==> src/design/tsnf_pkg.sv <==
package tsnf_pkg;

  // Queue geometry. One slot always stays empty, so a full queue holds QueueDepth-1 notes.
  localparam int unsigned QueueDepth = 32;
  localparam int unsigned PtrW       = (QueueDepth > 1) ? $clog2(QueueDepth) : 1;
  localparam int unsigned CntW       = $clog2(QueueDepth + 1);

  // Fixed field widths.
  localparam int unsigned KindW  = 2;
  localparam int unsigned BatchW = 6;
  localparam int unsigned FreqW  = 16;
  localparam int unsigned DurW   = 16;
  localparam int unsigned FreeW  = 6;
  localparam int unsigned NoteW  = FreqW + DurW;

  // Tone timing. The microsecond tick rate is the dividend of the half-period division.
  localparam int unsigned DivW           = 20;
  localparam int unsigned DivCntW        = $clog2(DivW);
  localparam int unsigned HalfW          = DivW - 1;
  localparam logic [DivW-1:0]  TicksPerSecond = DivW'(1000000);
  localparam logic [FreqW-1:0] MaxFreqReset   = FreqW'(10000);

  typedef enum logic [KindW-1:0] {
    KIND_PUSH = 2'd0,
    KIND_MS   = 2'd1,
    KIND_US   = 2'd2,
    KIND_NONE = 2'd3
  } kind_e;

  // Commands from the controller to the datapath.
  typedef struct packed {
    logic capture;
    logic push;
    logic us_tick;
    logic ms_count;
    logic ms_clear;
    logic load_silent;
    logic load_tone;
    logic div_step;
    logic div_finish;
    logic out_load;
  } ctrl_cmd_t;

  // Status from the datapath to the controller.
  typedef struct packed {
    kind_e kind;
    logic  ms_running;
    logic  queue_empty;
    logic  note_silent;
    logic  div_last;
  } ctrl_sts_t;

endpackage

==> src/design/tsnf_ctrl.sv <==
module tsnf_ctrl (
  input  logic                 clk_i,
  input  logic                 rst_ni,
  input  logic                 in_valid_i,
  output logic                 in_stall_o,
  output logic                 out_valid_o,
  input  logic                 out_stall_i,
  input  tsnf_pkg::ctrl_sts_t  sts_i,
  output tsnf_pkg::ctrl_cmd_t  cmd_o
);

  typedef enum logic [4:0] {
    S_IDLE   = 5'b00001,
    S_EXEC   = 5'b00010,
    S_DIVIDE = 5'b00100,
    S_FINISH = 5'b01000,
    S_DONE   = 5'b10000
  } state_e;

  state_e state_q, state_d;
  logic   out_valid_q, out_valid_d;

  always_comb begin
    cmd_o   = '0;
    state_d = state_q;
    case (state_q)
      S_IDLE: begin
        if (in_valid_i) begin
          cmd_o.capture = 1'b1;
          state_d       = S_EXEC;
        end
      end
      S_EXEC: begin
        state_d = S_DONE;
        case (sts_i.kind)
          tsnf_pkg::KIND_PUSH: cmd_o.push    = 1'b1;
          tsnf_pkg::KIND_US:   cmd_o.us_tick = 1'b1;
          tsnf_pkg::KIND_MS: begin
            if (sts_i.ms_running) begin
              cmd_o.ms_count = 1'b1;
            end else if (sts_i.queue_empty) begin
              cmd_o.ms_clear = 1'b1;
            end else if (sts_i.note_silent) begin
              cmd_o.load_silent = 1'b1;
            end else begin
              cmd_o.load_tone = 1'b1;
              state_d         = S_DIVIDE;
            end
          end
          default: ;
        endcase
      end
      S_DIVIDE: begin
        cmd_o.div_step = 1'b1;
        if (sts_i.div_last) begin
          state_d = S_FINISH;
        end
      end
      S_FINISH: begin
        cmd_o.div_finish = 1'b1;
        state_d          = S_DONE;
      end
      S_DONE: begin
        // The output register takes the result once the previous beat has left.
        if (!out_valid_q || !out_stall_i) begin
          cmd_o.out_load = 1'b1;
          state_d        = S_IDLE;
        end
      end
      default: state_d = S_IDLE;
    endcase
  end

  always_comb begin
    out_valid_d = out_valid_q;
    if (cmd_o.out_load) begin
      out_valid_d = 1'b1;
    end else if (!out_stall_i) begin
      out_valid_d = 1'b0;
    end
  end

  always_ff @(posedge clk_i or negedge rst_ni) begin
    if (!rst_ni) begin
      state_q     <= S_IDLE;
      out_valid_q <= 1'b0;
    end else begin
      state_q     <= state_d;
      out_valid_q <= out_valid_d;
    end
  end

  assign in_stall_o  = (state_q != S_IDLE);
  assign out_valid_o = out_valid_q;

  a_accept_to_exec : assert property (@(posedge clk_i) disable iff (!rst_ni)
    (in_valid_i && !in_stall_o) |=> (state_q == S_EXEC))
    else $error("accepted beat did not start execution");

  a_divide_from_exec : assert property (@(posedge clk_i) disable iff (!rst_ni)
    $rose(state_q == S_DIVIDE) |-> $past(state_q == S_EXEC && sts_i.kind == tsnf_pkg::KIND_MS))
    else $error("divider started outside a millisecond note load");

  a_div_last_finish : assert property (@(posedge clk_i) disable iff (!rst_ni)
    (state_q == S_DIVIDE && sts_i.div_last) |=> (state_q == S_FINISH))
    else $error("division did not finish after its last step");

  a_done_delivers : assert property (@(posedge clk_i) disable iff (!rst_ni)
    (state_q == S_DONE && !out_valid_q) |=> (out_valid_q && state_q == S_IDLE))
    else $error("result not presented from an empty output register");

endmodule

==> src/design/tsnf_dp.sv <==
module tsnf_dp (
  input  logic                                clk_i,
  input  logic                                rst_ni,
  input  logic                                cfg_we_i,
  input  logic [tsnf_pkg::FreqW-1:0]          cfg_wdata_i,
  input  logic [tsnf_pkg::KindW-1:0]          kind_i,
  input  logic                                first_of_batch_i,
  input  logic [tsnf_pkg::BatchW-1:0]         batch_count_i,
  input  logic [tsnf_pkg::FreqW-1:0]          frequency_i,
  input  logic [tsnf_pkg::DurW-1:0]           duration_ms_i,
  input  tsnf_pkg::ctrl_cmd_t                 cmd_i,
  output tsnf_pkg::ctrl_sts_t                 sts_o,
  output logic                                push_rejected_o,
  output logic                                pin_level_o,
  output logic                                tone_active_o,
  output logic                                queue_empty_o,
  output logic [tsnf_pkg::FreeW-1:0]          free_slots_o
);

  // Captured input beat.
  tsnf_pkg::kind_e                  kind_q;
  logic                             first_q;
  logic [tsnf_pkg::BatchW-1:0]      count_q;
  logic [tsnf_pkg::FreqW-1:0]       freq_q;
  logic [tsnf_pkg::DurW-1:0]        dur_in_q;

  // Queue.
  logic [tsnf_pkg::NoteW-1:0]       mem_q [tsnf_pkg::QueueDepth];
  logic [tsnf_pkg::NoteW-1:0]       rd_q;
  logic [tsnf_pkg::PtrW-1:0]        wp_q, rp_q;
  logic                             batch_q;
  logic [tsnf_pkg::BatchW-1:0]      left_q;

  // Note timing and tone generation.
  logic [tsnf_pkg::FreqW-1:0]       max_freq_q;
  logic [tsnf_pkg::DurW-1:0]        elapsed_q, cur_dur_q;
  logic [tsnf_pkg::HalfW-1:0]       half_q, period_q;
  logic                             tone_q, level_q;
  logic                             rej_q;

  // Divider.
  logic [tsnf_pkg::FreqW-1:0]       divisor_q;
  logic [tsnf_pkg::FreqW-1:0]       rem_q;
  logic [tsnf_pkg::DivW-1:0]        quo_q;
  logic [tsnf_pkg::DivCntW-1:0]     div_cnt_q;

  logic [tsnf_pkg::CntW-1:0]        free_cnt;
  logic                             empty;
  logic                             push_ba, push_rej, push_wr;
  logic [tsnf_pkg::BatchW-1:0]      push_bl;
  logic [tsnf_pkg::FreqW-1:0]       limit, clamped;
  logic [tsnf_pkg::FreqW:0]         trial, diff;
  logic                             trial_ge;
  logic [tsnf_pkg::HalfW-1:0]       period_inc;

  function automatic logic [tsnf_pkg::PtrW-1:0] advance(input logic [tsnf_pkg::PtrW-1:0] p);
    return (p == tsnf_pkg::PtrW'(tsnf_pkg::QueueDepth - 1)) ? '0 : p + 1'b1;
  endfunction

  assign empty = (wp_q == rp_q);

  always_comb begin
    if (empty) begin
      free_cnt = tsnf_pkg::CntW'(tsnf_pkg::QueueDepth);
    end else if (wp_q < rp_q) begin
      free_cnt = tsnf_pkg::CntW'(rp_q - wp_q);
    end else begin
      free_cnt = tsnf_pkg::CntW'(tsnf_pkg::QueueDepth) - tsnf_pkg::CntW'(wp_q - rp_q);
    end
  end

  // Batch admission: a new batch abandons any unfinished one and must leave a slot empty.
  always_comb begin
    push_ba  = batch_q;
    push_bl  = left_q;
    push_rej = 1'b0;
    push_wr  = 1'b0;
    if (first_q) begin
      push_ba = 1'b0;
      push_bl = '0;
      if (count_q != '0 && 32'(count_q) < 32'(free_cnt)) begin
        push_ba = 1'b1;
        push_bl = count_q;
      end
    end
    if (!push_ba || push_bl == '0) begin
      push_ba  = 1'b0;
      push_rej = 1'b1;
    end else begin
      push_wr = 1'b1;
      push_bl = push_bl - 1'b1;
      if (push_bl == '0) begin
        push_ba = 1'b0;
      end
    end
  end

  assign limit   = (max_freq_q == '0) ? tsnf_pkg::FreqW'(1) : max_freq_q;
  assign clamped = (rd_q[tsnf_pkg::FreqW-1:0] > limit) ? limit : rd_q[tsnf_pkg::FreqW-1:0];

  // One restoring division step: shift in the next dividend bit and subtract if it fits.
  assign trial    = {rem_q, quo_q[tsnf_pkg::DivW-1]};
  assign diff     = trial - {1'b0, divisor_q};
  assign trial_ge = (trial >= {1'b0, divisor_q});

  assign period_inc = period_q + 1'b1;

  assign sts_o.kind        = kind_q;
  assign sts_o.ms_running  = (elapsed_q < cur_dur_q);
  assign sts_o.queue_empty = empty;
  assign sts_o.note_silent = (rd_q[tsnf_pkg::FreqW-1:0] == '0);
  assign sts_o.div_last    = (div_cnt_q == tsnf_pkg::DivCntW'(tsnf_pkg::DivW - 1));

  always_ff @(posedge clk_i) begin
    if (cmd_i.push && push_wr) begin
      mem_q[wp_q] <= {dur_in_q, freq_q};
    end
  end

  always_ff @(posedge clk_i) begin
    rd_q <= mem_q[rp_q];
  end

  always_ff @(posedge clk_i) begin
    if (cmd_i.capture) begin
      kind_q   <= tsnf_pkg::kind_e'(kind_i);
      first_q  <= first_of_batch_i;
      count_q  <= batch_count_i;
      freq_q   <= frequency_i;
      dur_in_q <= duration_ms_i;
      rej_q    <= 1'b0;
    end else if (cmd_i.push) begin
      rej_q <= push_rej;
    end
    if (cmd_i.load_tone) begin
      divisor_q <= clamped;
      rem_q     <= '0;
      quo_q     <= tsnf_pkg::TicksPerSecond;
      div_cnt_q <= '0;
    end else if (cmd_i.div_step) begin
      rem_q     <= trial_ge ? diff[tsnf_pkg::FreqW-1:0] : trial[tsnf_pkg::FreqW-1:0];
      quo_q     <= {quo_q[tsnf_pkg::DivW-2:0], trial_ge};
      div_cnt_q <= div_cnt_q + 1'b1;
    end
    if (cmd_i.out_load) begin
      push_rejected_o <= rej_q;
      pin_level_o     <= level_q;
      tone_active_o   <= tone_q;
      queue_empty_o   <= empty;
      free_slots_o    <= tsnf_pkg::FreeW'(free_cnt);
    end
  end

  always_ff @(posedge clk_i or negedge rst_ni) begin
    if (!rst_ni) begin
      wp_q       <= '0;
      rp_q       <= '0;
      batch_q    <= 1'b0;
      left_q     <= '0;
      max_freq_q <= tsnf_pkg::MaxFreqReset;
      elapsed_q  <= '0;
      cur_dur_q  <= '0;
      half_q     <= '0;
      period_q   <= '0;
      tone_q     <= 1'b0;
      level_q    <= 1'b0;
    end else begin
      if (cfg_we_i) begin
        max_freq_q <= cfg_wdata_i;
      end
      if (cmd_i.push) begin
        batch_q <= push_ba;
        left_q  <= push_bl;
        if (push_wr) begin
          wp_q <= advance(wp_q);
        end
      end
      if (cmd_i.ms_count) begin
        elapsed_q <= elapsed_q + 1'b1;
      end
      if (cmd_i.ms_clear) begin
        tone_q    <= 1'b0;
        elapsed_q <= '0;
        cur_dur_q <= '0;
        half_q    <= '0;
        period_q  <= '0;
      end
      if (cmd_i.load_silent || cmd_i.load_tone) begin
        cur_dur_q <= rd_q[tsnf_pkg::NoteW-1:tsnf_pkg::FreqW];
        elapsed_q <= '0;
        rp_q      <= advance(rp_q);
      end
      if (cmd_i.load_silent) begin
        // A silent note stops toggling; the pin keeps its level.
        tone_q <= 1'b0;
      end
      if (cmd_i.div_finish) begin
        half_q   <= quo_q[tsnf_pkg::DivW-1:1];
        period_q <= '0;
        tone_q   <= 1'b1;
      end
      if (cmd_i.us_tick && tone_q) begin
        if (period_inc >= half_q) begin
          period_q <= '0;
          level_q  <= ~level_q;
        end else begin
          period_q <= period_inc;
        end
      end
    end
  end

endmodule

==> src/design/tone_sequencer_note_fifo_core.sv <==
// Channel  Handshake                 Payload
// in       in_valid_i / in_stall_o   kind_i, first_of_batch_i, batch_count_i,
//                                    frequency_i, duration_ms_i
// out      out_valid_o / out_stall_i push_rejected_o, pin_level_o, tone_active_o,
//                                    queue_empty_o, free_slots_o
// cfg      cfg_we_i                  cfg_wdata_i (max_frequency)
//
// Every beat yields one result beat. Pushes, microsecond ticks and millisecond ticks that
// do not load a tone pass through the execute and done states; a millisecond tick that loads
// a tone also passes the 20-step restoring divider that computes the half period and a finish state.
// The output register holds one result, so the next input beat is taken while it waits.
// Reset is asynchronous and active low; the note store itself is not cleared.
// A stalled output holds its result and the finished beat after it waits in the controller.
module tone_sequencer_note_fifo_core (
  input  logic                         clk_i,
  input  logic                         rst_ni,
  input  logic                         cfg_we_i,
  input  logic [tsnf_pkg::FreqW-1:0]   cfg_wdata_i,
  input  logic                         in_valid_i,
  output logic                         in_stall_o,
  input  logic [tsnf_pkg::KindW-1:0]   kind_i,
  input  logic                         first_of_batch_i,
  input  logic [tsnf_pkg::BatchW-1:0]  batch_count_i,
  input  logic [tsnf_pkg::FreqW-1:0]   frequency_i,
  input  logic [tsnf_pkg::DurW-1:0]    duration_ms_i,
  output logic                         out_valid_o,
  input  logic                         out_stall_i,
  output logic                         push_rejected_o,
  output logic                         pin_level_o,
  output logic                         tone_active_o,
  output logic                         queue_empty_o,
  output logic [tsnf_pkg::FreeW-1:0]   free_slots_o
);

  tsnf_pkg::ctrl_cmd_t cmd;
  tsnf_pkg::ctrl_sts_t sts;

  tsnf_ctrl u_ctrl (
    .clk_i       (clk_i),
    .rst_ni      (rst_ni),
    .in_valid_i  (in_valid_i),
    .in_stall_o  (in_stall_o),
    .out_valid_o (out_valid_o),
    .out_stall_i (out_stall_i),
    .sts_i       (sts),
    .cmd_o       (cmd)
  );

  tsnf_dp u_dp (
    .clk_i            (clk_i),
    .rst_ni           (rst_ni),
    .cfg_we_i         (cfg_we_i),
    .cfg_wdata_i      (cfg_wdata_i),
    .kind_i           (kind_i),
    .first_of_batch_i (first_of_batch_i),
    .batch_count_i    (batch_count_i),
    .frequency_i      (frequency_i),
    .duration_ms_i    (duration_ms_i),
    .cmd_i            (cmd),
    .sts_o            (sts),
    .push_rejected_o  (push_rejected_o),
    .pin_level_o      (pin_level_o),
    .tone_active_o    (tone_active_o),
    .queue_empty_o    (queue_empty_o),
    .free_slots_o     (free_slots_o)
  );

endmodule

==> config.mk <==
export PLATFORM = sky130hd
export DESIGN_NAME = tone_sequencer_note_fifo_core
export DESIGN_NICKNAME = d
export VERILOG_FILES = /design/src/design/tsnf_pkg.sv /design/src/design/tsnf_ctrl.sv /design/src/design/tsnf_dp.sv /design/src/design/tone_sequencer_note_fifo_core.sv
export SDC_FILE = /design/constraint.sdc
export NUM_CORES = 2
export LEC_CHECK = 0
export ABC_AREA = 0
export BUFFER_PORTS_ARGS = -buffer_cell sky130_fd_sc_hd__buf_2
export CAP_MARGIN = 10
export CORE_ASPECT_RATIO = 0.5
export CORE_UTILIZATION = 50
export DETAILED_ROUTE_END_ITERATION = 10
export GPL_TIMING_DRIVEN = 0
export MAX_ROUTING_LAYER = met4
export PLACE_DENSITY = 0.64
export SYNTH_ARGS = -nofsm -noshare
export SYNTH_HDL_FRONTEND = slang
export SYNTH_SLANG_ARGS = --single-unit
export TNS_END_PERCENT = 100
==> constraint.sdc <==
create_clock -name clk_i -period 6 [get_ports clk_i]
set_input_delay 0.3 -clock clk_i [delete_from_list [all_inputs] [get_ports clk_i]]
set_output_delay 0.3 -clock clk_i [all_outputs]
set_load 0.1 [all_outputs]
======== Yosys cells after proc, flatten, opt, wreduce, memory -nomap -nowiden ========
Memories as Yosys holds them, arrays and structs flattened. A register that Yosys moved wholly into a read port is not among the register bits.
Index checks and enable logic that the tools add are counted.
word-level totals
  bits in registers ....................... 220
  memory bits (writable) .................. 1024
  bits of input ports ..................... 62
  output and inout bits ................... 12
  word-level logic and storage cells ...... 143
  memories ................................ 1
operators by class
  add/sub/neg operators ................... 10
  magnitude comparators ................... 6
  eq/ne operators ......................... 16
  mux-type cells .......................... 57
  bitwise logic cells ..................... 2
  reductions and logical operators ........ 23
memories
  memory      depth  bits a word  read ports  clocked after Yosys merged registers in  wr ports  line           RTL
  u_dp.mem_q  32     32           1           1                                        1         tsnf_dp.sv:28  logic [tsnf_pkg::NoteW-1:0] mem_q [tsnf_pkg::QueueDepth];
operator list
  operator                 count
  $mux W16                 8
  $mux W19                 5
  $mux W5                  9
  $mux W6                  6
  $logic_not A16 Y1        2
  $mux W1                  25
  $pmux W5 S5              1
  $eq A5 B5 Y1 const B     4
  $add A19 B1 Y19 const B  1
  $ge A19 B19 Y1           1
  $ge A17 B16 Y1           1
  $add A16 B1 Y16 const B  1
  $gt A16 B16 Y1           1
  $lt A16 B16 Y1           1
  $sub A16 B16 Y16         1
  $add A5 B1 Y5 const B    3
  $logic_not A6 Y1         2
  $sub A5 B5 Y6            2
  $reduce_bool A3 Y1       3
  $lt A6 B6 Y1             1
  $reduce_bool A6 Y1       1
  $sub A6 B1 Y6 const B    1
  $sub A6 B6 Y6 const A    1
  $eq A5 B1 Y1 const B     1
  other kinds (21)         32

======== Logic depth before layout (Yosys ltp) ========
  depth in word-level cells ............... 14
  mapped depth ............................ 24

======== Cells and area by module ========
A second synthesis with hierarchy kept.
unflattened totals
  cells, all modules ...................... 2709
  area, all modules ....................... 51393.0 um^2
by module, submodules not included
  module     times used  cells an instance  area an instance (um^2)
  tsnf_dp    1           2666               51001.4
  tsnf_ctrl  1           43                 391.6

======== Worst setup path before layout ========
OpenSTA, ideal clock, no wires.
  path type ............................... reg-to-reg
  start point ............................. register u_dp.rp_q[0] in the netlist's numbering
  end point ............................... memory u_dp.mem_q[14][0] in the netlist's numbering (enable)
  data arrival time ....................... 5.985 ns
  data required time ...................... 5.579 ns
  slack ................................... -0.406 ns
  cell stages (with the launch flop) ...... 24
  path buffers ............................ 3
  period minus slack after synthesis ...... 6.406 ns
  cell sequence ........................... dfrtp_1 -> buf_2 -> buf_6 -> buf_2 -> inv_1 -> ha_1 -> inv_1 -> fa_1 -> a21o_1 -> a21oi_1 -> a31oi_1 -> o21a_1 -> ha_1 -> o2111ai_1 -> a21oi_1 -> nor4_4 -> and3_1 -> a21oi_2 -> ha_1 -> a311oi_1 -> a21oi_4 -> nor2_1 -> nand2_1 -> nor2_1
on the way
  cells in the longest elaborated chain, start to end .. 14
  elaborated cells between the ends (all ways) .. 20
  classes of those cells .................. add/sub (3); order compare (2); eq/ne (1); mux (9); reduce/logical (5)
RTL lines
  element                                                      line            RTL
  from (decl)                                                  tsnf_dp.sv:30   logic [tsnf_pkg::PtrW-1:0] wp_q, rp_q;
  from (signal assigned)                                       tsnf_dp.sv:191  rp_q <= advance(rp_q);
  $sub A5 B5 Y6                                                tsnf_dp.sv:68   free_cnt = tsnf_pkg::CntW'(tsnf_pkg::QueueDepth) - tsnf_pkg::CntW'(wp_q - rp_q);
  $sub A6 B6 Y6                                                tsnf_dp.sv:68
  $mux W6                                                      tsnf_dp.sv:65   end else if (wp_q < rp_q) begin
  $mux W6 (*)                                                  tsnf_dp.sv:63   if (empty) begin
  $lt A6 B6 Y1 (*)                                             tsnf_dp.sv:81   if (count_q != '0 && 32'(count_q) < 32'(free_cnt)) begin
  $logic_and A1 B1 Y1 (*)                                      tsnf_dp.sv:81
  $mux W6 / $mux W1 (equally long branches)                    tsnf_dp.sv:81
  $mux W6 / $mux W1 (equally long branches)                    tsnf_dp.sv:78   if (first_q) begin
  $logic_not A6 Y1 / $logic_not A1 Y1 (equally long branches)  tsnf_dp.sv:86   if (!push_ba || push_bl == '0) begin
  $logic_or A1 B1 Y1 (*)                                       tsnf_dp.sv:86
  $mux W1 (*)                                                  tsnf_dp.sv:86
  $logic_and A1 B1 Y1 (*)                                      tsnf_dp.sv:115  if (cmd_i.push && push_wr) begin
  $mux W1 (*)                                                  tsnf_dp.sv:115
  $mux W1 (implied by the code) (*)                            tsnf_dp.sv:116  mem_q[wp_q] <= {dur_in_q, freq_q};
  to (decl)                                                    tsnf_dp.sv:28
Mark *: on every way between the ends. The rest lies on a longest branch, timed or not.

======== Worst setup path in the final report ========
  start point ............................. register u_dp.rp_q[0] in the netlist's numbering
  end point ............................... memory u_dp.mem_q[1][14] in the netlist's numbering (enable)
Same word-level chain as after synthesis.

==> qor.csv <==
metric,value,unit
layout-drive-gt1-share,24.9,%
synthTopCellsByArea,"edfxtp_1 (64%), mux4_2 (14%), dfrtp_1 (5.1%), dfxtp_1 (2.9%), ha_1 (2.2%)",
firstDrtPassIters,5,
critPathMaxStageDelay,0.39,ns
nets,3237,
cts_tree,yes,
tightest_slew,1.23,ns
r2r-start,u_dp.rp_q[0],
placed_area,54400,um^2
track_usage,25.4,%
maxSlewViolCount,0,
die_width,456,um
synth_nets,2917,
num_rows,82,
seqPwrFrac,50.0,%
vias,27200,
maxSlewHeadroom,17.9,%
cts-root-buf,clkbuf_16,
synth_enable_flop_cells,1091,
synth_area_per_cell,18.6,um^2
rsz0062_at_grt,yes,
powerDensity,366,nW/um^2
cellLeakagePower,19.5,nW
synthDistinctLibCells,81,
wirelength,126000,um
setup_violations,0,
worstSetupStartpoint,u_dp.rp_q[0],
start_util,50.9,%
syn_inst,2764,
synthFlopType,edfxtp_1,
path_max_fanout,19,
synth_seq_cells,1276,
routed_via_density,6.03,
final.setup_skew,0.0554,ns
finalHoldViolations,0,
cp.arrival,6.19,ns
yosysTopAreaCell,edfxtp_1,
fin_area,59200,um^2
cpLargestDelayFamily,compound AO/OA/AOI/OAI gates,
ys_warn_count,0,
clk_path_buf_depth,3,
period_share,96.3,%
clkSlewWorstSetupHoldPaths,0.08,ns
io_buffers,73,
ys_seq_area_share,72.0,%
path_cells,buf_2 > buf_8 > inv_1 > ha_1 > inv_1 > fa_1 > a21o_1 > a21oi_1 > a211oi_1 > a31oi_1 > o21a_1 > ha_1 > o2111ai_1 > a21oi_1 > nor4_4 > and3_1 > a21oi_1 > ha_1 > a311oi_2 > a21oi_4 > nor2_4 > nand2_2 > nor2_4 > buf_12,
share_clk_of_total_power,32.5,%
min_path_type,input pin to async pin,
gr-total-overflow,0,
htreeDepth,3,
crit_slowest_cell,dfrtp_1,
grt_first_pass_wirelength,184000,um
io_pins,74,
drv_cap,0,
setup_slack,0.223,ns
wl_per_cell,28.0,um
synth_top_area_share,63.7,%
crit_buf_inv,5,
endpoint_kind,flop,
antenna_found_initial,2,
critPathLaunchType,flop,
netSwitchingPower,5.87,mW
cts_inserted_buffers,109,
syn_to_final_growth,15.2,%
fin_crit,5.78,ns
placed_cells,4216,
dpl.hpwl,82400,um
gp_congestion,0.860,
drtIter0Drc,3342,
drc_errors,0,
crit_type,flop to flop,
pre_cts_ws,-1.57,ns
mostFrequentLayoutCell,edfxtp_1,
syn_area,51400,um^2
grt_max_degree,79,
fp.dieH,229,um
cts_sinks,1276,
swShare,27.1,%
status,completed,
die-area,104000,um^2
first_global_vias,27300,
comb_power_share,17.5,%
internal_power,15.8,mW
layout_common_cells,"edfxtp_1 (1091), mux4_2 (320), nand2_1 (176)",
fmax,0.173,GHz
required,6.41,ns
ir_worst_vdd,0.249,mV
core,101000,um^2
worst_skew_pair.late_latency,0.74,ns
antenna_left,0,
async_reset_ff_share,8.70,%
fin_cells,4520,
power,21.7,mW
## power by group through the flow
stage	Clock [mW]	Sequential (mW)	Combinational, mW
after floorplan	0	10.8	2.73
after global placement	0	11.0	3.67
after detailed placement	0	11.0	3.76
after CTS	7.18	10.8	3.83
after global routing	7.51	10.9	4.14
final	7.04	10.8	3.80
## final cells by class
class / instances / area (um^2)
antenna: 2 / 5.00
timing repair buffer: 211 / 2350
tap: 1344 / 1680
sequential: 1276 / 37000
clock inverter: 63 / 572
multi-input combinational: 1259 / 13700
fill: 7331 / 41800
inverter: 101 / 379
clock buffer: 138 / 2940
buffer: 126 / 596
## logic make-up (layout without fill, tap and decap cells)
kind of cell / count (synthesis) / in the layout / synth area share [%]
flops: 1276 / 1276 / 72.0
simple gates: 459 / 459 / 4.26
mux: 373 / 373 / 15.2
compound gates: 298 / 298 / 3.75
buf+inv: 229 / 639 / 1.91
fa+ha+maj: 91 / 91 / 2.24
xor+xnor: 38 / 38 / 0.647
other cells: 0 / 2 / 0
## metrics by stage
step	util, %	hold WS [ns]	TNS, ns
global placement	52.9	0.426	-3686.80
CTS	58.6	0.00912	0
floorplan	-	0.00441	-413.42
global route	58.6	0.0757	-6.55
detailed placement	53.9	0.224	-1372.12
finish	58.6	0.0384	0
## final timing paths
kind                                        end  slack [ns]  cells past startpoint
max                           u_dp.mem_q[1][14]        0.22                     24
min                                u_dp.rp_q[4]        0.04                      2
max reg2reg                   u_dp.mem_q[1][14]        0.22                     24
min reg2reg                u_dp.push_rejected_o        0.45                      0
max in group asynchronous   u_dp.max_freq_q[10]        5.21                      3
min in group clk_i           u_dp.max_freq_q[4]        0.10                      4
## state kept, by name, summed over array words and instances (netlist names), 2 cells and up
register           flops
u_dp.mem_q          1024
u_dp.rd_q             32
u_dp.quo_q            20
u_dp.half_q           19
u_dp.period_q         19
u_dp.cur_dur_q        16
u_dp.divisor_q        16
u_dp.dur_in_q         16
u_dp.elapsed_q        16
u_dp.freq_q           16
u_dp.max_freq_q       16
u_dp.rem_q            16
u_dp.count_q           6
u_dp.free_slots_o      6
u_dp.left_q            6
u_ctrl.state_q         5
u_dp.div_cnt_q         5
u_dp.rp_q              5
u_dp.wp_q              5
u_dp.kind_q            2
## worst register-to-register path: cells and delay by family (launching register included)
family | cells | cell delay [ns]
AO/OA/AOI/OAI | 10 | 1.63
adder cells (fa/ha/maj) | 4 | 1.04
buffers and inverters | 5 | 0.94
flip-flops | 1 | 0.39
AND/OR/NAND/NOR | 5 | 1.44
## layer usage
metal / share of wire [%] / track usage [%] / wire (um) / vias to the layer above
li1: - / - / - / 11700
met4: 2.4 / 6.66 / 3060 / 0
met5: 0 / - / 0 / -
met3: 9.4 / 6.31 / 11900 / 190
met1: 43 / 36.2 / 54800 / 14200
met2: 45 / 36.6 / 56600 / 1139
## Yosys cell counts, types with 22 or more instances
library cell  instances
xnor2_1              22
o31ai_1              30
ha_1                 89
edfxtp_1           1091
mux4_2              320
dfxtp_1              74
mux2_2               52
inv_1               101
nor3_1               28
dfrtp_1             105
nand2_1             180
nand3_1              46
a21oi_1              57
nor2_1               82
clkbuf_1             74
o21ai_0             103
## what timing repair did
action / in CTS / in global routing
endpoints found under the hold margin: 165 / 0
resized for setup: 7 / 3
pin swaps: 33 / 0
hold buffers: 61 / 0
buffers inserted: 40 / 0
setup endpoints to repair: 1024 / 1024
Note: power is estimated with default switching activity, not from simulation.
